### src/hpp_pkg.sv
`default_nettype none
package hpp_pkg;

  localparam int CoordW  = 17;
  localparam int SizeW   = 13;
  localparam int ScaleW  = CoordW + SizeW;
  localparam int CoefW   = 32;
  localparam int ProdW   = CoefW + ScaleW + 1;
  localparam int AccW    = 64;
  localparam int QuotW   = 32;
  localparam int FracSh  = 30;
  localparam int AddrW   = 6;
  localparam int DataW   = 64;
  localparam int CamW    = 2 * SizeW;

  typedef enum logic [2:0] {
    RegPair0  = 3'd0,
    RegPair1  = 3'd1,
    RegPair2  = 3'd2,
    RegPair3  = 3'd3,
    RegLast   = 3'd4,
    RegCamera = 3'd5,
    RegFrame  = 3'd6
  } cfg_idx_e;

  typedef struct packed {
    logic signed [CoefW-1:0] m0;
    logic signed [CoefW-1:0] m1;
    logic signed [CoefW-1:0] m2;
    logic signed [CoefW-1:0] m3;
    logic signed [CoefW-1:0] m4;
    logic signed [CoefW-1:0] m5;
    logic signed [CoefW-1:0] m6;
    logic signed [CoefW-1:0] m7;
    logic signed [CoefW-1:0] m8;
    logic [SizeW-1:0]        cam_w;
    logic [SizeW-1:0]        cam_h;
    logic [SizeW-1:0]        frm_w;
    logic [SizeW-1:0]        frm_h;
  } coef_t;

  typedef struct packed {
    logic [ScaleW-1:0] xs;
    logic [ScaleW-1:0] ys;
    logic              last;
  } point_t;

  typedef struct packed {
    logic [AccW-1:0] u_mag;
    logic [AccW-1:0] v_mag;
    logic [AccW-1:0] w_mag;
    logic            u_neg;
    logic            v_neg;
    logic            w_neg;
    logic            w_zero;
    logic            last;
  } proj_t;

  typedef struct packed {
    logic signed [QuotW-1:0] u;
    logic signed [QuotW-1:0] v;
    logic                    sat;
    logic                    last;
  } result_t;

endpackage
`default_nettype wire

### src/hpp_scale.sv
`default_nettype none
module hpp_scale (
  input  wire logic                       clk_i,
  input  wire logic                       rst_ni,
  input  wire logic                       en_i,
  input  wire logic                       valid_i,
  input  wire logic [hpp_pkg::CoordW-1:0] x_i,
  input  wire logic [hpp_pkg::CoordW-1:0] y_i,
  input  wire logic                       last_i,
  input  wire hpp_pkg::coef_t             coef_i,
  output logic                            valid_o,
  output hpp_pkg::point_t                 point_o
);

  localparam int W = hpp_pkg::ScaleW;
  localparam int S = hpp_pkg::SizeW;

  // one restoring step: numerator bits shift out the top, quotient bits in at the bottom
  function automatic logic [S+W-1:0] div_step(input logic [S-1:0] rem,
                                              input logic [W-1:0] num,
                                              input logic [S-1:0] den);
    logic [S:0] r2;
    logic [S:0] diff;
    logic       ge;
    r2   = {rem, num[W-1]};
    diff = r2 - {1'b0, den};
    ge   = r2 >= {1'b0, den};
    return {ge ? diff[S-1:0] : r2[S-1:0], num[W-2:0], ge};
  endfunction

  logic         on;
  logic [S-1:0] cw, ch, fw, fh;

  logic         vld_q  [W+1];
  logic         last_q [W+1];
  logic [S-1:0] xr_q   [W+1];
  logic [S-1:0] yr_q   [W+1];
  logic [W-1:0] xn_q   [W+1];
  logic [W-1:0] yn_q   [W+1];

  // rescale off means divide by one after multiplying by one
  assign on = (coef_i.cam_w != '0) && (coef_i.cam_h != '0) &&
              (coef_i.frm_w != '0) && (coef_i.frm_h != '0);
  assign cw = on ? coef_i.cam_w : S'(1);
  assign ch = on ? coef_i.cam_h : S'(1);
  assign fw = on ? coef_i.frm_w : S'(1);
  assign fh = on ? coef_i.frm_h : S'(1);

  always_ff @(posedge clk_i or negedge rst_ni) begin
    if (!rst_ni) begin
      vld_q[0] <= 1'b0;
    end else if (en_i) begin
      vld_q[0] <= valid_i;
    end
  end

  always_ff @(posedge clk_i) begin
    if (en_i) begin
      xn_q[0]   <= W'(x_i) * W'(cw);
      yn_q[0]   <= W'(y_i) * W'(ch);
      xr_q[0]   <= '0;
      yr_q[0]   <= '0;
      last_q[0] <= last_i;
    end
  end

  for (genvar k = 0; k < W; k++) begin : g_step
    always_ff @(posedge clk_i or negedge rst_ni) begin
      if (!rst_ni) begin
        vld_q[k+1] <= 1'b0;
      end else if (en_i) begin
        vld_q[k+1] <= vld_q[k];
      end
    end

    always_ff @(posedge clk_i) begin
      if (en_i) begin
        {xr_q[k+1], xn_q[k+1]} <= div_step(xr_q[k], xn_q[k], fw);
        {yr_q[k+1], yn_q[k+1]} <= div_step(yr_q[k], yn_q[k], fh);
        last_q[k+1]            <= last_q[k];
      end
    end
  end

  assign valid_o      = vld_q[W];
  assign point_o.xs   = xn_q[W];
  assign point_o.ys   = yn_q[W];
  assign point_o.last = last_q[W];

endmodule
`default_nettype wire

### config.mk
export PLATFORM = sky130hd
export DESIGN_NAME = hpp_scale
export DESIGN_NICKNAME = d
export VERILOG_FILES = /design/src/hpp_pkg.sv /design/src/hpp_scale.sv
export SDC_FILE = /design/constraint.sdc
export NUM_CORES = 2
export LEC_CHECK = 0
export BUFFER_PORTS_ARGS = -buffer_cell sky130_fd_sc_hd__buf_4
export CAP_MARGIN = 20
export CORE_MARGIN = 1
export CORE_UTILIZATION = 50
export DETAILED_ROUTE_END_ITERATION = 10
export GPL_ROUTABILITY_DRIVEN = 0
export HOLD_SLACK_MARGIN = 0.02
export PLACE_DENSITY = 0.77
export SETUP_SLACK_MARGIN = 0.2
export SYNTH_ARGS = -nofsm -noshare
export SYNTH_HDL_FRONTEND = slang
export SYNTH_SLANG_ARGS = --single-unit
### constraint.sdc
create_clock -name clk_i -period 4.35 [get_ports clk_i]
set_clock_uncertainty 0.15 [all_clocks]
set_input_delay 0 -clock clk_i [delete_from_list [all_inputs] [get_ports clk_i]]
set_output_delay 0 -clock clk_i [all_outputs]
set_load 0.1 [all_outputs]
==> results.md <==
- Status: finished, violations left
- Failing checks: DRC, setup timing
- Setup CP Type: in2reg
- CTS tree: yes
- Pwr dens: around 740 nW/µm²
- Post-Place Cells: ~16k
- First-pass iteration count of the detailed router: 11
- TritonCTS buffer count: 288
- DRC Markers: 8
- Crit path required time: 4.85 ns
- Critical path peak fanout: 7
- Starting Density: 50.3%
- Cell taking the most area after synthesis: edfxtp_1
- Cell Rows: 194
- IO buf count: 152
- First-pass GRT wire length: 489 mm
- Startpoint Class: primary input
- Number of global-route vias before repair: 96.1k
- Antenna violations before repair: 4
- Root Buffer: clkbuf_16
- Mapped Area: 141000 µm²
- ANT nets after route: 0
- Slew Viols, Final: 0
- Commonest non-fill, non-tap cell in the layout: edfxtp_1
- Storage element area: 80200 µm²
- Worst R2R End: yr_q[158]
- H-tree levels: 5
- Fin cells: 16.4k
- Synthesis Warnings: 0
- Final setup viols: 47
- Part of the Yosys area used for sequential elements: 57.0%
- Reg2reg path depth: 12
- Tmin final: 5.85 ns
- Post-synthesis simple-gate area fraction: about a tenth
- Synth Area in Compound Gates: 7.68%
- Avg Vias per Cell: 5.65
- Largest family of logic cells by synthesized area: adder cells
- Hold WC Path Type: in2reg
- Largest net degree at the start of global routing: 144
- Most frequent cells in the layout: 2645 x edfxtp_1, 1368 x buf_4, 892 x inv_1
- Floorplan die width: 532 µm
- Async SR Flop Fraction: 1.16%
- Multi-input logic area: between 50000 and 60000 µm²
- Syn Inst Count: 10.8k
- VDD IR max: about 0.79 mV
- Worst-Margin Slew: 0.997 ns
- Share of the synthesized area in the top cell type: 56.5%
- Crit path arrival time: 6.34 ns
- Final hold violation count: 0
- Achievable Freq: 171 MHz
- Clock Tree Buf Depth: 4
- Core area: between 200000 and 300000 µm²
- Final worst slack: -1.50 ns
- Hold path depth: 7
- Layout Cell Area excl Fill: 170000 µm²
- Post-Syn Nets: between 10k and 15k
- Initial DRC Count: 7689
- # fillers: 20.3k
- Synth area leaders: edfxtp_1 56%, ha_1 8.1%, fa_1 5.5%, mux2_2 4.4%, inv_1 2.6%
- Tcrit/Tclk final: 134%
- Fin nets: 14.1k
- Final wirelength: 308 mm
- Worst hold start: coef_i[10]
- Mux contribution to synthesized area: 5.60%
- Routed len/inst: 18.7 µm
- Clock sink total: 2676
- Relative slew slack: 33.5%
- Reg-to-reg slack, setup: 1.09 ns
- Total Routing Usage GR: approximately a fifth
- Netlist cell types: 79
- Area growth, synth to finish: 20.8%
- Overflow left after global routing: 0
- Worst r2r src: yn_q[419]
- Unrepaired setup endpoints after global routing: true
- Flip-flop and latch count after synthesis: 2676
- Setup crit end kind: flop
- Total Die Area: 283000 µm²
- Hold endpoint: yr_q[362]
- EDFF count, synth: 2645
- Clk_lat worst skew: just over 0.9 ns
- Placed wire-length estimate: 209 mm
- CP max-delay cell: fa_1
- Post-DP Area: between 150000 and 200000 µm²
- Maximum Capacitance Violations: 0
- CP peak stage delay: 0.52 ns
- P_leak: 0.0683 µW
- Pre-CTS setup slack: -2.53 ns
- IO Pins: approximately 440
- Syn Area/Cell: 13.0 µm²
- Fin Setup TNS: -50.43 ns
- Adder-cell area share of the yosys netlist: 13.6%
- Share of layout cells above drive strength 1: 23.7%
- CP most frequent cell: fa_1
- Via count: 92.7k
- Clock-pin slew on the worst setup and hold paths: approximately 0.06 ns
- Die Ht: 532 µm
- Post-Synth XOR/XNOR Area: 2.71%
- Top FF cell, synth: edfxtp_1
report_power, final:
part | switching (µW) | internal, µW
logic | 31200 | 31300
registers | 2660 | 36600
clock network | 10300 | 14400
through the flow:
stage / hold slack, ns / power [µW] / utilization (%)
6_report: 0.104 / 127000 / 60.8
4_1_cts: 0.0237 / 124000 / 60.4
2_1_floorplan: -0.446 / 77200 / -
3_3_place_gp: -0.219 / 92900 / 56.2
5_1_grt: 0.0880 / 134000 / 60.8
3_5_place_dp: -0.209 / 96100 / 56.2
registers in the layout, indices dropped and copies added, names as in the netlist:
register	cells
xr_q	377
last_q	31
point_o	60
xn_q	900
valid_o	1
yn_q	900
yr_q	377
vld_q	30
cells in the mapped netlist, types with 33 or more instances:
cell type,count
a21oi_1,373
nand3_1,276
nand2b_1,80
edfxtp_1,2645
inv_1,956
buf_4,76
and2_1,58
a21o_1,61
nor3_1,249
a21boi_0,108
a2111oi_0,36
a41oi_1,33
mux2_2,555
o21a_1,92
o21ai_1,40
and4_1,36
or2_2,39
or4_1,37
or3_1,78
o211ai_1,92
a31oi_1,46
o21ai_0,437
o311ai_0,35
nor2b_1,159
nor2_1,777
nand2_1,678
nand4_1,46
a211oi_1,61
xnor2_1,313
ha_1,908
xor2_1,123
mux2i_1,152
a311o_1,33
fa_1,386
clkbuf_1,154
and3_1,241
repair_timing:
item	CTS	global route
endpoints found under the hold margin	924	0
cloned	9	6
endpoints found under the setup margin	90	419
hold buffers	47	0
gates resized for setup	153	170
buffers inserted	52	43
pin swaps	122	99
worst max-delay path by stage:
stage | from | endpoint | depth (start not counted)
finish | coef_i[5] | xn_q[927] | 28
global route | coef_i[5] | xn_q[927] | 28
CTS | coef_i[5] | xn_q[926] | 28
detailed placement | coef_i[5] | yn_q[928] | 25
global placement | coef_i[5] | yn_q[928] | 25
floorplan | coef_i[5] | xn_q[924] | 27
critical path, delay by kind of cell:
family	cells	cell delay [ns]
AOI/OAI and AO/OA	7	1.51
buffers and inverters	8	0.70
and+or+nand+nor	6	1.30
xor gates and xnor gates	1	0.11
adders and majority gates	6	2.71
layout make-up:
type | count | share of cell area (%)
Multi-Input combinational cell | 6937 | 33.8
Tap cell | 3724 | 2.74
Sequential cell | 2676 | 47.2
Inverter | 956 | 2.12
Timing Repair Buffer | 1608 | 8.42
Antenna cell | 2 | 0.00295
Clock buffer | 349 | 4.41
Clock inverter | 175 | 1.26
cells by family (layout without fill, tap and decap cells):
group / Yosys count / after routing
buffers and inverters: 1235 / 3088
muxes: 714 / 714
AOI/OAI and AO/OA: 1641 / 1641
DFF: 2676 / 2676
and+or+nand+nor: 2851 / 2852
other: 0 / 2
adders and majority gates: 1294 / 1294
xor gates and xnor gates: 436 / 436
layer usage:
metal | vias to the layer above | track usage, % | part of all wire [%]
met5 | - | 0 | 0
met1 | 45127 | 26.6 | 41
li1 | 43128 | - | -
met2 | 3483 | 35.9 | 48
met4 | 0 | 9.42 | 4.5
met3 | 1006 | 3.17 | 6.2
Note: power is estimated with default switching activity, not from simulation.
