===== config.mk =====
export PLATFORM = sky130hd
export DESIGN_NAME = hpp_cfg
export DESIGN_NICKNAME = d
export VERILOG_FILES = /design/src/hpp_pkg.sv /design/src/hpp_cfg.sv
export SDC_FILE = /design/constraint.sdc
export NUM_CORES = 1
export LEC_CHECK = 0
export BUFFER_PORTS_ARGS = -buffer_cell sky130_fd_sc_hd__buf_2
export CAP_MARGIN = 20
export CORE_MARGIN = 10
export CORE_UTILIZATION = 45
export CTS_CLUSTER_DIAMETER = 150
export DETAILED_ROUTE_END_ITERATION = 8
export PLACE_DENSITY_LB_ADDON = 0.15
export SYNTH_ARGS = -nofsm -noshare
export SYNTH_HDL_FRONTEND = slang
export SYNTH_SLANG_ARGS = --single-unit
export TNS_END_PERCENT = 30

===== constraint.sdc =====
create_clock -name clk_i -period 1.77 [get_ports clk_i]
set_clock_uncertainty 0.05 [all_clocks]
set_input_delay 0.177 -clock clk_i [delete_from_list [all_inputs] [get_ports clk_i]]
set_output_delay 0.177 -clock clk_i [all_outputs]
set_load 0.02 [all_outputs]

===== src/hpp_pkg.sv =====
`default_nettype none
package hpp_pkg;

  localparam int CoordW  = 17;
  localparam int SizeW   = 13;
  localparam int ScaleW  = CoordW + SizeW;
  localparam int CoefW   = 32;
  localparam int ProdW   = CoefW + ScaleW + 1;
  localparam int AccW    = 64;
  localparam int QuotW   = 32;
  localparam int FracSh  = 30;
  localparam int AddrW   = 6;
  localparam int DataW   = 64;
  localparam int CamW    = 2 * SizeW;

  typedef enum logic [2:0] {
    RegPair0  = 3'd0,
    RegPair1  = 3'd1,
    RegPair2  = 3'd2,
    RegPair3  = 3'd3,
    RegLast   = 3'd4,
    RegCamera = 3'd5,
    RegFrame  = 3'd6
  } cfg_idx_e;

  typedef struct packed {
    logic signed [CoefW-1:0] m0;
    logic signed [CoefW-1:0] m1;
    logic signed [CoefW-1:0] m2;
    logic signed [CoefW-1:0] m3;
    logic signed [CoefW-1:0] m4;
    logic signed [CoefW-1:0] m5;
    logic signed [CoefW-1:0] m6;
    logic signed [CoefW-1:0] m7;
    logic signed [CoefW-1:0] m8;
    logic [SizeW-1:0]        cam_w;
    logic [SizeW-1:0]        cam_h;
    logic [SizeW-1:0]        frm_w;
    logic [SizeW-1:0]        frm_h;
  } coef_t;

  typedef struct packed {
    logic [ScaleW-1:0] xs;
    logic [ScaleW-1:0] ys;
    logic              last;
  } point_t;

  typedef struct packed {
    logic [AccW-1:0] u_mag;
    logic [AccW-1:0] v_mag;
    logic [AccW-1:0] w_mag;
    logic            u_neg;
    logic            v_neg;
    logic            w_neg;
    logic            w_zero;
    logic            last;
  } proj_t;

  typedef struct packed {
    logic signed [QuotW-1:0] u;
    logic signed [QuotW-1:0] v;
    logic                    sat;
    logic                    last;
  } result_t;

endpackage
`default_nettype wire


===== src/hpp_cfg.sv =====
`default_nettype none
module hpp_cfg (
  input  wire logic                      clk_i,
  input  wire logic                      rst_ni,
  input  wire logic                      psel,
  input  wire logic                      penable,
  input  wire logic                      pwrite,
  input  wire logic [hpp_pkg::AddrW-1:0] paddr,
  input  wire logic [hpp_pkg::DataW-1:0] pwdata,
  output logic      [hpp_pkg::DataW-1:0] prdata,
  output logic                           pready,
  output hpp_pkg::coef_t                 coef_o
);

  logic [63:0]                  pair0_q, pair1_q, pair2_q, pair3_q;
  logic [hpp_pkg::CoefW-1:0]    last_q;
  logic [hpp_pkg::CamW-1:0]     cam_q, frm_q;
  hpp_pkg::cfg_idx_e            idx;

  assign idx    = hpp_pkg::cfg_idx_e'(paddr[hpp_pkg::AddrW-1:3]);
  assign pready = 1'b1;

  always_ff @(posedge clk_i or negedge rst_ni) begin
    if (!rst_ni) begin
      pair0_q <= 64'd65536;
      pair1_q <= 64'd0;
      pair2_q <= 64'd65536;
      pair3_q <= 64'd0;
      last_q  <= 32'd65536;
      cam_q   <= '0;
      frm_q   <= '0;
    end else if (psel && penable && pwrite) begin
      unique case (idx)
        hpp_pkg::RegPair0:  pair0_q <= pwdata;
        hpp_pkg::RegPair1:  pair1_q <= pwdata;
        hpp_pkg::RegPair2:  pair2_q <= pwdata;
        hpp_pkg::RegPair3:  pair3_q <= pwdata;
        hpp_pkg::RegLast:   last_q  <= pwdata[hpp_pkg::CoefW-1:0];
        hpp_pkg::RegCamera: cam_q   <= pwdata[hpp_pkg::CamW-1:0];
        hpp_pkg::RegFrame:  frm_q   <= pwdata[hpp_pkg::CamW-1:0];
        default: ;
      endcase
    end
  end

  always_comb begin
    unique case (idx)
      hpp_pkg::RegPair0:  prdata = pair0_q;
      hpp_pkg::RegPair1:  prdata = pair1_q;
      hpp_pkg::RegPair2:  prdata = pair2_q;
      hpp_pkg::RegPair3:  prdata = pair3_q;
      hpp_pkg::RegLast:   prdata = {32'd0, last_q};
      hpp_pkg::RegCamera: prdata = {{(hpp_pkg::DataW-hpp_pkg::CamW){1'b0}}, cam_q};
      hpp_pkg::RegFrame:  prdata = {{(hpp_pkg::DataW-hpp_pkg::CamW){1'b0}}, frm_q};
      default:            prdata = '0;
    endcase
  end

  assign coef_o.m0    = pair0_q[31:0];
  assign coef_o.m1    = pair0_q[63:32];
  assign coef_o.m2    = pair1_q[31:0];
  assign coef_o.m3    = pair1_q[63:32];
  assign coef_o.m4    = pair2_q[31:0];
  assign coef_o.m5    = pair2_q[63:32];
  assign coef_o.m6    = pair3_q[31:0];
  assign coef_o.m7    = pair3_q[63:32];
  assign coef_o.m8    = last_q;
  assign coef_o.cam_w = cam_q[hpp_pkg::SizeW-1:0];
  assign coef_o.cam_h = cam_q[hpp_pkg::CamW-1:hpp_pkg::SizeW];
  assign coef_o.frm_w = frm_q[hpp_pkg::SizeW-1:0];
  assign coef_o.frm_h = frm_q[hpp_pkg::CamW-1:hpp_pkg::SizeW];

endmodule
`default_nettype wire


==> qor.yml, run 1 <==
outcome: "complete, but fails checks"
violations: "negative setup slack"
finalPower_mw: 27.1
cts.sinks: 340
cp.depth: 3
post-route-cell-area_mm2: 0.0220
setup_tns_ns: -4.43
crit_path_max_fanout: 3
peakVddDrop_uv: 1040
gp_congestion: 0.828
yosys_warnings: 0
combPwrFrac_pct: 31.8
wirelength_um: 54300
die-area_mm2: 0.0430
rsz0062_at_grt: "true"
die_w_um: 207
drtIter0Drc: 570
p_switching_mw: 9.18
use_met1_pct: 31.1
synth.distinct_cells: 28
clkPwrFrac_pct: 29.3
drc_errors: 0
vias: 11900
synth.top_cells.by_count: "339 x mux2_2, 337 x dfrtp_1, 34 x nor2b_1"
grt_pass1_vias: 12800
cts_root_buf: "clkbuf_16"
intPower_mw: 18.0
p_per_area_mw_per_mm2: 1240
end_kind: "output pin"
antenna_found_initial: 1
num-nets-final: 1779
fin_util_pct: 63.4
critPathBufInv: 1
critical_path_class: "reg -> out"
synth_most_common_cell: "mux2_2"
r2r.worst_path.cells: 3
hp-class: "in -> async"
placed_cell_area_mm2: 0.0191
cts.reportedPaths.clkPinSlew_ns: 0.06
yosysSeqAreaShare_pct: 53.8
yosys-top-cells-area: "dfrtp_1 53%, mux2_2 24%, mux4_2 4.6%"
use_met2_pct: 39.4
synth-edff-count: 0
finalHoldViolations: 0
cp-start-kind: "flop"
synth-main-ff-cell: "dfrtp_1"
clk_path_buf_depth: 3
cp_slowest_cell: "mux4_2"
initial_core_util_pct: 45.7
cts_buffers: 39
synthesis.nets: 1151
dp_slack_ns: -0.0654
hpwl_um: 38000
max_freq_mhz: 518
arrival_ns: 1.71
busiest_layer: "met2"
seq_power_share_pct: 38.9
cts_tree: "yes"
async_flop_share_pct: 100
dr.pass1.iters: 5
grt-ovfl-total: 0
core_area_mm2: 0.0346
die_h_um: 207
maxCapViolCount: 0
p_leak_nw: 10.8
areaGrowthSynthToFinish_pct: 38.9
crit_chain: "mux4_2 > nor2b_1 > buf_4"
swShare_pct: 33.8
yosysTopAreaCellShare_pct: 53.3
vias_per_cell: 5.47
yosysTopAreaCell: "dfrtp_1"
grt_max_degree: 58
syn_avg_cell_area_um2: 14.7
met3_usage_pct: 6.71
clkLatencyLatePin_ns: 0.51
synth_area_mm2: 0.0158
antenna_left: 0
fin_crit_sh_pct: 109
finalSetupViolCount: 51
grt_pass1_wl_um: 82400
slew_violations: 0
numPortBuffers: 475
cp_slowest_stage_delay_ns: 0.47
ys_ff_latch: 340
drive_gt1_share_pct: 64.2
crit_family: "multiplexers"
htreeDepth: 2
layout_setup_ws_ns: -0.162
routedWlPerCell_um: 24.8
period_needed_ns: 1.93
postSynthCellCount: 1076
required_ns: 1.54
pin_count: 480
grtUsageTotal_pct: 24.2
rows: 68
stage by stage:
stage | hold slack (ns) | instances
final | 0.149 | 2186
after global routing | 0.184 | 2186
after CTS | 0.150 | 2160
after detailed placement | 0.102 | 1980
after global placement | 0.0970 | 1980
after floorplan | -0.169 | 1076
logic make-up (layout without fill, tap and decap cells):
kind of cell	Yosys count	after routing	share of synthesized area, %
muxes	430	430	32.7
DFF	340	340	53.8
and+or+nand+nor	132	132	5.89
AOI/OAI and AO/OA	90	90	4.11
buffers and inverters	83	737	3.49
other	1	2	0.0237
cells in the final DEF, fill, tap and decap left out, types with 16 or more instances in the layout:
| cell type | count |
|---|---|
| a21oi_1 | 16 |
| buf_12 | 33 |
| buf_2 | 436 |
| buf_4 | 110 |
| buf_6 | 24 |
| clkbuf_16 | 41 |
| dfrtp_1 | 337 |
| dlygate4sd3_1 | 65 |
| mux2_1 | 27 |
| mux2_2 | 336 |
| mux2i_1 | 32 |
| mux4_2 | 32 |
| nand2_1 | 33 |
| nand4b_1 | 26 |
| nor2b_4 | 19 |
| nor3b_1 | 22 |
| o221a_2 | 26 |
sequential cells by signal, summed over array words and instances (netlist names):
signal and cells:
frm_q 26, pair1_q 64, last_q 32, pair3_q 64
cam_q 26, pair2_q 64, pair0_q 64
final timing paths:
| path | end | slack (ns) | start |
|---|---|---|---|
| worst max-delay path | prdata[50] | -0.16 | pair3_q[50] |
| worst min-delay path | pair2_q[5] | 0.15 | rst_ni |
| worst max register to register | pair1_q[41] | 0.68 | pair1_q[41] |
| worst min register to register | frm_q[8] | 0.46 | frm_q[8] |
| max in group asynchronous | pair3_q[56] | 0.75 | rst_ni |
| min in group clk_i | pair0_q[52] | 0.38 | paddr[4] |
what timing repair did:
item	in CTS	in global routing
buffers inserted	48	25
pin swaps	5	6
hold buffers	65	0
hold endpoints to repair	481	0
setup endpoints to repair	63	64
gates resized for setup	86	54
power groups by stage:
stage / combinational (mW) / clock, mW / sequential, mW
floorplan: 2.70 / 0 / 12.3
global placement: 7.65 / 0 / 10.7
detailed placement: 7.73 / 0 / 10.7
CTS: 8.43 / 8.10 / 10.5
global route: 9.16 / 8.42 / 10.7
finish: 8.63 / 7.96 / 10.5
final cells by class:
cell class	instances	area [um^2]
fillers	2726	12700
flip-flops and latches	340	8510
multi-input cells	653	6980
repair buffers	670	4630
clock buffers	61	1210
well taps	455	569
clock inverters	6	55.1
diodes	1	2.50
per-layer routing:
layer | vias up | share of wire, % | wire (um)
met5 | - | 0 | 0
met4 | 0 | 2.5 | 1380
met3 | 77 | 7.5 | 4050
met2 | 430 | 48 | 25800
met1 | 6206 | 42 | 23000
li1 | 5236 | - | -
(Power assumes the default switching activity.)
==> inputs of run 2 (changes only) <==
==> constraint.sdc (replaced) <==
create_clock -name clk_i -period 1.9 [get_ports clk_i]
set_clock_uncertainty 0.05 [all_clocks]
set_input_delay 0.19 -clock clk_i [delete_from_list [all_inputs] [get_ports clk_i]]
set_output_delay 0.19 -clock clk_i [all_outputs]
set_load 0.02 [all_outputs]
==> run 2 against run 1 <==
Net effect:
- the run still ends with negative setup slack left
- routed wire length shrank 2.3%
- cell count shrank 1.5%
- setup slack improved by 0.090 ns
- utilization decreased by 0.98 points
- critical path depth unchanged
- clock power down 1%
- sequential power fell by 6%
- sequential share of layout area is 0.61 points higher
- first-iteration DRC count up 7.2%
- worst hold slack worse by 0.0070 ns
- largest cell class unchanged
- largest power group unchanged
==> qor.yml, run 2 (synthesis results as in run 1) <==
vias: 11800  # -1.4%
p_per_area_mw_per_mm2: 1180  # -4.9%
grtUsageTotal_pct: 23.8  # -0.39 points
finalSetupViolCount: 27  # -47%
layout.cells.most_common: "buf_2"
rsz0062_at_grt: "true"
clkLatencyLatePin_ns: 0.52  # about the same
maxCapViolCount: 0  # unchanged
period_needed_ns: 1.97
grt-ovfl-total: 0  # unchanged
cts_buffers: 39  # unchanged
htreeDepth: 2  # unchanged
finalHoldViolations: 0  # unchanged
cp-start-kind: "flop"
drc_errors: 0  # unchanged
antenna_found_initial: 0  # -1
cts.sinks: 340  # unchanged
numPortBuffers: 475  # unchanged
antenna_left: 0  # unchanged
outcome: "complete, but fails checks"
gp_congestion: 0.807  # -2.5%
pin_count: 480  # unchanged
drtIter0Drc: 611  # +7.2%
critical_path_class: "reg -> out"
required_ns: 1.66  # +0.12 ns
violations: "negative setup slack"
p_leak_nw: 10.6  # -1.9%
drive_gt1_share_pct: 63.0  # -1.2 points
die_w_um: 207  # unchanged
cts_root_buf: "clkbuf_16"
layout_setup_ws_ns: -0.0719  # +0.0904 ns
end_kind: "output pin"
slew_violations: 0  # unchanged
grt_pass1_wl_um: 81400  # -1.3%
max_freq_mhz: 507
core_area_mm2: 0.0346  # unchanged
cts_tree: "yes"
die_h_um: 207  # unchanged
grt_max_degree: 73  # +26%
die-area_mm2: 0.0430  # unchanged
vias_per_cell: 5.47  # about the same
wirelength_um: 53100  # -2.3%
areaGrowthSynthToFinish_pct: 36.8
initial_core_util_pct: 45.7  # unchanged
fin_util_pct: 62.4  # -0.98 points
rows: 68  # unchanged
hp-class: "in -> async"
crit_path_max_fanout: 3  # unchanged
layout_common_cells: "440 x buf_2, 338 x mux2_2, 337 x dfrtp_1"
diodes: 0  # -1
routedWlPerCell_um: 24.6  # -0.81%
grt_pass1_vias: 12500  # -2.4%
arrival_ns: 1.73  # +0.02 ns
num-nets-final: 1744  # -2.0%
hpwl_um: 37400  # -1.4%
peakVddDrop_uv: 802  # -23%
dr.pass1.iters: 5  # unchanged
fin_crit_sh_pct: 104
cts.reportedPaths.clkPinSlew_ns: 0.06  # about the same
dp_slack_ns: 0.0165  # +0.0819 ns
clk_path_buf_depth: 3  # unchanged
run 2: critical path, cell delays in order (launching register included):
cell and delay (ns):
dfrtp_1 0.41, mux4_2 0.46, nor2b_1 0.17, buf_4 0.17
run 2: metal layers:
| layer | up-vias | wire length (um) | part of all wire (%) | GRT usage [%] |
|---|---|---|---|---|
| met5 | - | 0 | 0 | 0 |
| met4 | 0 | 1210 | 2.3 | 6.75 |
| met3 | 71 | 4180 | 7.9 | 6.62 |
| met2 | 452 | 25400 | 48 | 38.1 |
| met1 | 6078 | 22300 | 42 | 31.1 |
| li1 | 5178 | - | - | - |
run 2: area by class of cell:
class	count	area (um^2)
fill	2701	13000
sequential	340	8510
multi-input combinational	653	6900
timing repair buffer	635	4280
clock buffer	49	1060
tap	455	569
clock inverter	22	292
run 2: report_power, final:
group	leakage [nW]	internal [mW]	switching, mW
sequential	4.34	8.68	1.16
combinational	5.62	3.35	4.39
clock	0.654	4.82	3.03
run 2: timing repair:
action,4_1_cts,5_1_grt
resized for setup,38,57
hold buffers,65,0
hold endpoints to repair,605,0
setup endpoints to repair,38,51
setup buffers,30,13
run 2: path summary, 6_finish.rpt:
check	start	to	slack, ns	cells past startpoint
max in group asynchronous	rst_ni	pair2_q[44]	0.92	3
worst max register to register	pair2_q[45]	pair2_q[45]	0.83	3
worst min register to register	pair0_q[56]	pair0_q[56]	0.46	1
worst max-delay path	pair0_q[42]	prdata[42]	-0.07	3
min in group clk_i	pwdata[52]	pair0_q[52]	0.41	3
worst min-delay path	rst_ni	last_q[5]	0.14	2
run 2: through the flow:
step / cell area [um^2] / instances / power [mW] / hold slack (ns) / TNS, ns
finish: 21600 / 2154 / 25.4 / 0.142 / -0.624
global route: 21600 / 2154 / 26.6 / 0.168 / -2.46
CTS: 21300 / 2141 / 25.5 / 0.134 / -1.41
detailed placement: 19000 / 1975 / 17.2 / 0.0971 / 0
global placement: 19000 / 1975 / 17.0 / 0.0896 / 0
floorplan: 15800 / 1076 / 14.0 / -0.156 / 0
